--- config.mk ---
export PLATFORM = sky130hd
export DESIGN_NAME = context_ready_queue_core
export DESIGN_NICKNAME = d
export VERILOG_FILES = /design/src/crq_pkg.sv /design/src/context_ready_queue_core.sv /design/src/crq_cell.sv /design/src/crq_pick.sv
export SDC_FILE = /design/constraint.sdc
export NUM_CORES = 1
export LEC_CHECK = 0
export BUFFER_PORTS_ARGS = -buffer_cell sky130_fd_sc_hd__buf_2
export CAP_MARGIN = 15
export CORE_UTILIZATION = 60
export CTS_BUF_LIST = sky130_fd_sc_hd__clkbuf_16
export DETAILED_ROUTE_END_ITERATION = 10
export PLACE_DENSITY = 0.8
export SLEW_MARGIN = 5
export SYNTH_ARGS = -nofsm -noshare
export SYNTH_HDL_FRONTEND = slang
export SYNTH_SLANG_ARGS = --single-unit
--- constraint.sdc ---
create_clock -name clk -period 18.7 [get_ports clk]
set_input_delay 3.74 -clock clk [delete_from_list [all_inputs] [get_ports clk]]
set_output_delay 3.74 -clock clk [all_outputs]
set_load 0.05 [all_outputs]
--- src/crq_pkg.sv ---
// shared types, sizes and operation codes of the context ready queue
// no dependencies; imported by every module of the block
`timescale 1ns / 1ps
`default_nettype none

package crq_pkg;

  localparam int QUEUE_DEPTH = 16;
  localparam int CNT_W       = $clog2(QUEUE_DEPTH + 1);
  localparam int IDX_W       = $clog2(QUEUE_DEPTH);

  localparam logic [1:0] OP_PUSH   = 2'd0;
  localparam logic [1:0] OP_POP    = 2'd1;
  localparam logic [1:0] OP_REMOVE = 2'd2;

  typedef struct packed {
    logic [1:0]  opcode;
    logic [7:0]  context_handle;
    logic [15:0] process_id;
  } req_t;

  typedef struct packed {
    logic        ok;
    logic [7:0]  removed_handle;
    logic [15:0] removed_id;
    logic [4:0]  occupancy;
  } rsp_t;

  typedef struct packed {
    logic load;
    logic shift;
  } cell_ctrl_t;

  typedef struct packed {
    logic                   hit;
    logic [QUEUE_DEPTH-1:0] sel;
    logic [QUEUE_DEPTH-1:0] shift_mask;
  } pick_t;

endpackage

`default_nettype wire

--- src/context_ready_queue_core.sv ---
// context ready queue: ordered store of (handle, process id) entries in a row
// of cells. push appends at the tail; pop takes the head; remove-by-id takes
// the head if it matches, else the tail, else the earliest match. slots behind
// a removed entry all move forward one place in the same cycle, so the row has
// no gaps. every item produces one result item in the cycle after acceptance;
// throughput is one item per cycle, set by the combinational compare across all
// cells and the one-step shift. a new item is taken whenever the result
// register is empty or being drained. depends on crq_pkg, crq_cell, crq_pick
`timescale 1ns / 1ps
`default_nettype none

module context_ready_queue_core (
  input  wire           clk,
  input  wire           rst,
  input  wire           req_valid,
  output logic          req_ready,
  input  crq_pkg::req_t req,
  output logic          rsp_valid,
  input  wire           rsp_ready,
  output crq_pkg::rsp_t rsp
);
  import crq_pkg::*;

  // occupancy of the row
  logic [CNT_W-1:0] count;
  logic [CNT_W-1:0] count_next;

  // per-cell views
  logic [7:0]             cell_handle [QUEUE_DEPTH];
  logic [15:0]            cell_id     [QUEUE_DEPTH];
  logic [QUEUE_DEPTH-1:0] cell_match;
  cell_ctrl_t             cell_ctrl   [QUEUE_DEPTH];

  pick_t       pick;
  logic        accept;
  logic        push_ok;
  logic        take_ok;
  logic [7:0]  taken_handle;
  logic [15:0] taken_id;
  rsp_t        rsp_next;

  assign req_ready = !rsp_valid || rsp_ready;
  assign accept    = req_valid && req_ready;

  // push needs a non-null handle and a free slot
  assign push_ok = (req.opcode == OP_PUSH) && (req.context_handle != 8'd0) &&
                   (count < CNT_W'(QUEUE_DEPTH));
  assign take_ok = pick.hit;

  crq_pick u_pick (
    .opcode (req.opcode),
    .key    (req.process_id),
    .count  (count),
    .match  (cell_match),
    .pick   (pick)
  );

  // row of cells; each takes its neighbour's entry when the row closes up
  for (genvar i = 0; i < QUEUE_DEPTH; i++) begin : g_cell
    logic [7:0]  nbr_handle;
    logic [15:0] nbr_id;

    if (i < QUEUE_DEPTH - 1) begin : g_mid
      assign nbr_handle = cell_handle[i+1];
      assign nbr_id     = cell_id[i+1];
    end else begin : g_end
      assign nbr_handle = 8'd0;
      assign nbr_id     = 16'd0;
    end

    assign cell_ctrl[i].load  = accept && push_ok && (count == CNT_W'(i));
    assign cell_ctrl[i].shift = accept && take_ok && pick.shift_mask[i];

    crq_cell u_cell (
      .clk        (clk),
      .ctrl       (cell_ctrl[i]),
      .new_handle (req.context_handle),
      .new_id     (req.process_id),
      .nbr_handle (nbr_handle),
      .nbr_id     (nbr_id),
      .key        (req.process_id),
      .handle     (cell_handle[i]),
      .id         (cell_id[i]),
      .match      (cell_match[i])
    );
  end

  // one-hot select of the entry leaving the row
  always_comb begin
    taken_handle = 8'd0;
    taken_id     = 16'd0;
    for (int i = 0; i < QUEUE_DEPTH; i++) begin
      taken_handle = taken_handle | (cell_handle[i] & {8{pick.sel[i]}});
      taken_id     = taken_id | (cell_id[i] & {16{pick.sel[i]}});
    end
  end

  always_comb begin
    count_next = count;
    if (push_ok) begin
      count_next = count + CNT_W'(1);
    end else if (take_ok) begin
      count_next = count - CNT_W'(1);
    end
  end

  always_comb begin
    rsp_next.ok             = push_ok || take_ok;
    rsp_next.removed_handle = take_ok ? taken_handle : 8'd0;
    rsp_next.removed_id     = take_ok ? taken_id : 16'd0;
    rsp_next.occupancy      = 5'(count_next);
  end

  // control state
  always_ff @(posedge clk) begin
    if (rst) begin
      count     <= '0;
      rsp_valid <= 1'b0;
    end else begin
      if (accept) begin
        count     <= count_next;
        rsp_valid <= 1'b1;
      end else if (rsp_ready) begin
        rsp_valid <= 1'b0;
      end
    end
  end

  // result register
  always_ff @(posedge clk) begin
    if (accept) begin
      rsp <= rsp_next;
    end
  end

endmodule

`default_nettype wire

--- src/crq_cell.sv ---
// one queue slot: holds a handle and id, compares its id to the key
// depends on crq_pkg
`timescale 1ns / 1ps
`default_nettype none

module crq_cell (
  input  wire                 clk,
  input  crq_pkg::cell_ctrl_t ctrl,
  input  wire  [7:0]          new_handle,
  input  wire  [15:0]         new_id,
  input  wire  [7:0]          nbr_handle,
  input  wire  [15:0]         nbr_id,
  input  wire  [15:0]         key,
  output logic [7:0]          handle,
  output logic [15:0]         id,
  output logic                match
);
  import crq_pkg::*;

  // shift from the neighbour behind closes a gap; load appends at the tail
  always_ff @(posedge clk) begin
    if (ctrl.shift) begin
      handle <= nbr_handle;
      id     <= nbr_id;
    end else if (ctrl.load) begin
      handle <= new_handle;
      id     <= new_id;
    end
  end

  assign match = (id == key);

endmodule

`default_nettype wire

--- src/crq_pick.sv ---
// chooses the slot to take out: head for pop; for remove, head, else tail, else earliest match
// depends on crq_pkg
`timescale 1ns / 1ps
`default_nettype none

module crq_pick (
  input  wire  [1:0]                  opcode,
  input  wire  [15:0]                 key,
  input  wire  [crq_pkg::CNT_W-1:0]   count,
  input  wire  [crq_pkg::QUEUE_DEPTH-1:0] match,
  output crq_pkg::pick_t              pick
);
  import crq_pkg::*;

  logic [QUEUE_DEPTH-1:0] live;
  logic [QUEUE_DEPTH-1:0] hits;
  logic [QUEUE_DEPTH-1:0] first;
  logic [QUEUE_DEPTH-1:0] tail_sel;
  logic [QUEUE_DEPTH-1:0] sel;
  logic [IDX_W-1:0]       last;
  logic                   hit;

  for (genvar i = 0; i < QUEUE_DEPTH; i++) begin : g_live
    assign live[i] = (CNT_W'(i) < count);
  end

  assign last     = IDX_W'(count - CNT_W'(1));
  assign hits     = match & live & {QUEUE_DEPTH{key != 16'd0}};
  // isolate lowest set bit
  assign first    = hits & (~hits + QUEUE_DEPTH'(1));
  assign tail_sel = QUEUE_DEPTH'(1) << last;

  always_comb begin
    hit = 1'b0;
    sel = '0;
    case (opcode)
      OP_POP: begin
        hit = (count != '0);
        sel = QUEUE_DEPTH'(1);
      end
      OP_REMOVE: begin
        hit = |hits;
        if (hits[0]) begin
          sel = QUEUE_DEPTH'(1);
        end else if (|(hits & tail_sel)) begin
          sel = tail_sel;
        end else begin
          sel = first;
        end
      end
      default: begin
        hit = 1'b0;
        sel = '0;
      end
    endcase
  end

  assign pick.hit        = hit;
  assign pick.sel        = sel;
  // every slot at or behind the chosen one moves forward
  assign pick.shift_mask = hit ? ~(sel - QUEUE_DEPTH'(1)) : '0;

endmodule

`default_nettype wire

==> impl.org <==
** Routing
- In the routed layout, each cell is associated on average with a via count of 8.06.
- Top metal layer carrying routed signals :: met5
- Count of nets left with antenna violations after detail routing :: 0
- Before antenna repair, the detailed router went through 7 iterations.
- Via count of the routed design :: between 20,000 and 25,000
- The routed design uses 47,500 microns of met2 wire.
- Routed wire per std cell :: 43.3 microns
- Violation count after the first detailed-route iteration :: ~4,300
- Total length of routed met3 wires :: 19,800 microns
- After detailed routing, the number of remaining DRC violations is 0.
- For this block, the routed nets add up to approximately 120,000 microns of wire.
- Detailed-routing wirelength on met1 :: around 39,000 microns

** Worst setup path
- Data arrives at the worst endpoint at 10.98 ns.
- The signal on the critical path passes through buf_2 > xor2_1 > nor4_1 > nand2_1 > or3_1 > o2111a_2 > nand2_4 > a21o_2 > inv_1 > ha_1 > inv_1 > nor3_1 > xnor2_1 > nand2_2 > nand2_1 > buf_4.
- Worst R2R Path Depth :: 19
- Max FO, Critical Path :: 33
- The critical path contains buffers and inverters numbering 4 combined.
- Across all register-to-register paths, the minimum setup slack is 10.44 ns.
- RR Startpoint :: count[0]
- Reg-to-Reg End :: g_cell[4].u_cell.id[7]
- STA classifies the critical path endpoint as a flop.
- For this design, the slowest cell found on the critical path is a21o_2.
- Path type of the worst setup path :: input pin to flop
- The largest single stage delay on the critical path is approximately 0.96 ns.
- STA classifies the critical path startpoint as an input pin.
- Top Family by Delay on Critical Path :: simple AND/OR/NAND/NOR gates
- Data on the critical path is required at its endpoint by 18.94 ns.

** Global route
- Entering global routing, the biggest net connects 43 pins.
- Leftover overflow at the end of global routing :: 0
- Wire length of the first global-routing pass :: 160,000 microns
- The initial antenna violation count came to 4.
- Global-route total usage across every layer :: 0.533
- The number of global-route vias before repair came to roughly 21,000.

** Timing
- The final hold violation count is 0.
- Unrepaired setup endpoints after global routing :: no
- Number of pins exceeding their max-slew limit in the final report :: 0
- In the final timing run, aggregate negative setup slack is 0 ns.
- In the post-route analysis, the smallest setup slack over all paths is 7.95 ns.
- On the final layout, the worst clock skew is 0.0196 ns.
- # setup viols final :: 0
- Transition time of the tightest slew-check pin :: 1.33 ns
- Max-slew headroom :: 0.112
- Max Clock Freq :: between 90 and 100 MHz
- The worst path needs 10.75 ns of the cycle, external delays included.
- Ratio of final minimum period to clock period :: 0.575

** Placement
- At the end of routability-driven placement, the weighted congestion stood at 1.17.
- OpenSTA, run right after detailed placement, puts the worst setup slack at 7.88 ns.
- Summed over all nets, the half-perimeter wirelength after detailed placement is 77,400 microns.
- Count of port buffers added during placement :: just over 60
- Including well taps, the total number of placed cells is 2,625.

** Floorplan
- Full die area :: 43,700 sq um
- The initial utilization of the core area, before any placement, comes to 0.611.
- The die is 209 microns tall.
- During I/O placement, the number of pins put on the boundary was 62.
- Placement Rows :: 75
- Floorplan Core Area :: 42,100 sq um
- The die is 209 microns wide.

** Clock tree
- CTS saw 420 sinks.
- Cts bufs inserted :: 45
- CTS tree :: built
- CTS placed an instance of clkbuf_16 at the clock tree root.
- Count of hold buffers inserted by post-cts repair :: 0
- Counting along the longest clock path gives a buffer depth of 3.
- Gates resized during post-CTS repair numbered 0.
- The H-tree was split into 2 levels.
- Clock Pin Slew Worst Setup and Hold Paths :: 0.06 ns
- The clock reaches the later pin of the worst-skew pair after 0.61 ns.
- In this run the post-CTS setup repair buffer count came out at 0.

** Worst hold path
- Sink of the worst hold path :: g_cell[15].u_cell.handle[2]
- The worst hold path belongs to the class flop to flop.
- Launch instance of the worst min-delay path :: g_cell[15].u_cell.handle[2]
- The worst hold path was traced through 2 stages.

** Run
- # Max-Cap Violations :: 0

** Power and ir drop
- Total power for the finished layout comes to 2.12 mW.
- Summed over all cells, the static leakage comes to about 9.4 nW.
- The share of total power dissipated in combinational logic is 0.098.
- Share of total power in the clock network :: 0.411
- Summed over all nets, the switching power comes to 552 uW.
- Worst VDD drop :: 85.4 uV
- Internal power of the cells :: 1.57 mW
- The share of total power dissipated in sequential elements is 0.491.
- Power spread over the standard cell area amounts to 75.9 nW/um^2.
- Switching power share of the total :: 0.260

** Synthesis
- For this run, the leading register cell type out of synthesis is edfxtp_1.
- Of the synthesized area, sequential elements account for 0.478.
- Gate count after technology mapping :: 2,128
- Summing every instance area after synthesis gives 25,700 sq um.
- Count of cell types in the netlist :: 95
- The synthesized design contains 390 enable-type register cells.
- Of all flip-flops after synthesis, the portion carrying an async set or reset was 0.
- Count of synthesis-stage warnings from yosys :: 0
- Total of flip-flops plus latches after synthesis :: 420
- The number of nets in the synthesized netlist is 2,168.
- After synthesis, the mean cell area works out to around 12 sq um.

** Cells and area
- Number of nets in the layout :: approximately 2,200
- Fraction of layout instances using a drive strength above 1 :: 0.280
- The top cell types in the final layout, fill and taps aside, are 390 x edfxtp_1, 308 x mux2_2, 184 x xor2_1.
- After the flow finishes, the layout carries non-filler instances totaling between 2,000 and 3,000.
- Compared with the post-synthesis result, the final layout area differs by 8.83%.
- Most frequent standard cell in the layout excluding fill and tap cells :: edfxtp_1

** Outcome
- Result of the run :: completed
[worst register-to-register path, cell delays in order (launching register included)]
cell and delay (ns):
dfxtp_1 0.80, clkinv_1 0.57, ha_1 0.49, or3b_2 0.50, o31ai_1 0.08, buf_4 0.22
nand2_1 0.21, nor4_1 0.39, a311oi_1 0.12, o2111a_2 0.29, nand2_4 0.42, a21o_2 0.98
inv_1 0.26, ha_1 0.31, inv_1 0.12, nor3_1 0.09, xnor2_1 0.22, nand2_2 0.77
nand2_1 0.49, buf_4 0.52
[state kept, by name, indices dropped and copies added, names as in the netlist]
| register | count |
|---|---|
| count | 5 |
| g_cell.u_cell.handle | 128 |
| g_cell.u_cell.id | 256 |
| rsp | 30 |
| rsp_valid | 1 |
[cell families (layout without fill, tap and decap cells)]
group | Yosys count | after routing | share of synthesized area
AO/OA/AOI/OAI | 352 | 352 | 0.108
XOR/XNOR | 269 | 269 | 0.0915
adder cells (fa/ha/maj) | 10 | 10 | 0.00486
buffers and inverters | 185 | 226 | 0.0355
flip-flops | 420 | 420 | 0.478
multiplexers | 385 | 385 | 0.174
other | 0 | 3 | 0
AND/OR/NAND/NOR | 507 | 507 | 0.108
[stage by stage]
stage               utilization  hold slack, ns  cell area [sq um]
floorplan                     -           0.446              25700
global placement          0.630           0.459              26500
detailed placement        0.631           0.472              26600
CTS                       0.664           0.481              28000
global route              0.665           0.498              28000
finish                    0.665           0.480              28000
[Yosys cell counts, drive strengths merged, types with 4 or more instances]
master	number	area share
nor2	56	0.0087
mux2	367	0.17
mux2i	18	0.0079
buf	81	0.020
nand4b	4	0.0014
nor3	29	0.0062
nor4	67	0.017
o41ai	4	0.0014
a221oi	67	0.023
or2	4	0.00097
xnor2	85	0.029
and2	8	0.0019
a21o	7	0.0020
a22oi	51	0.015
a41oi	4	0.0014
dfxtp	30	0.023
o31ai	5	0.0015
nand3b	4	0.0012
o21ai	29	0.0075
and4	6	0.0020
a32o	17	0.0066
nand4	38	0.0092
and3	39	0.0095
or4b	4	0.0016
a211oi	4	0.0016
edfxtp	390	0.45
ha	10	0.0049
or4	15	0.0050
inv	14	0.0020
nor4b	7	0.0024
or3	14	0.0034
a31oi	25	0.0061
a21oi	46	0.0095
a2111oi	4	0.0023
nand2	149	0.023
a32oi	5	0.0017
xor2	184	0.063
nand3	46	0.0091
a22o	52	0.018
nand2b	7	0.0017
clkbuf	89	0.013
[power groups by stage]
stage / sequential [mW] / combinational, mW / clock [mW]
after global placement: 1.06 / 0.194 / 0
after global routing: 1.04 / 0.213 / 0.887
after floorplan: 1.07 / 0.123 / 0
final: 1.04 / 0.209 / 0.873
after CTS: 1.04 / 0.200 / 0.860
after detailed placement: 1.06 / 0.197 / 0
[routing by layer]
layer	global-route usage	vias to the layer above
met2	0.753	2397
met3	0.216	700
li1	-	8266
met5	0.0334	-
met4	0.407	8
met1	0.647	10500
[worst max path at each step]
stage                start                     endpoint  slack [ns]  cells after the start
floorplan           req[8]  g_cell[12].u_cell.handle[0]        9.78                     20
detailed placement  req[3]      g_cell[4].u_cell.id[10]        7.88                     17
global placement    req[3]      g_cell[4].u_cell.id[11]        7.96                     17
finish              req[6]       g_cell[4].u_cell.id[7]        7.95                     16
CTS                 req[2]      g_cell[4].u_cell.id[10]        8.46                     18
global route        req[2]      g_cell[4].u_cell.id[10]        8.05                     17
[layout make-up]
type,instances,area (sq um)
sequential,420,12300
inverter,15,56.3
clock inverter,37,267
antenna,3,7.51
tap,539,674
clock buffer,45,1130
timing repair buffer,129,860
multi-input combinational,1523,12700
fill,3045,14100
(Power assumes the default switching activity.)
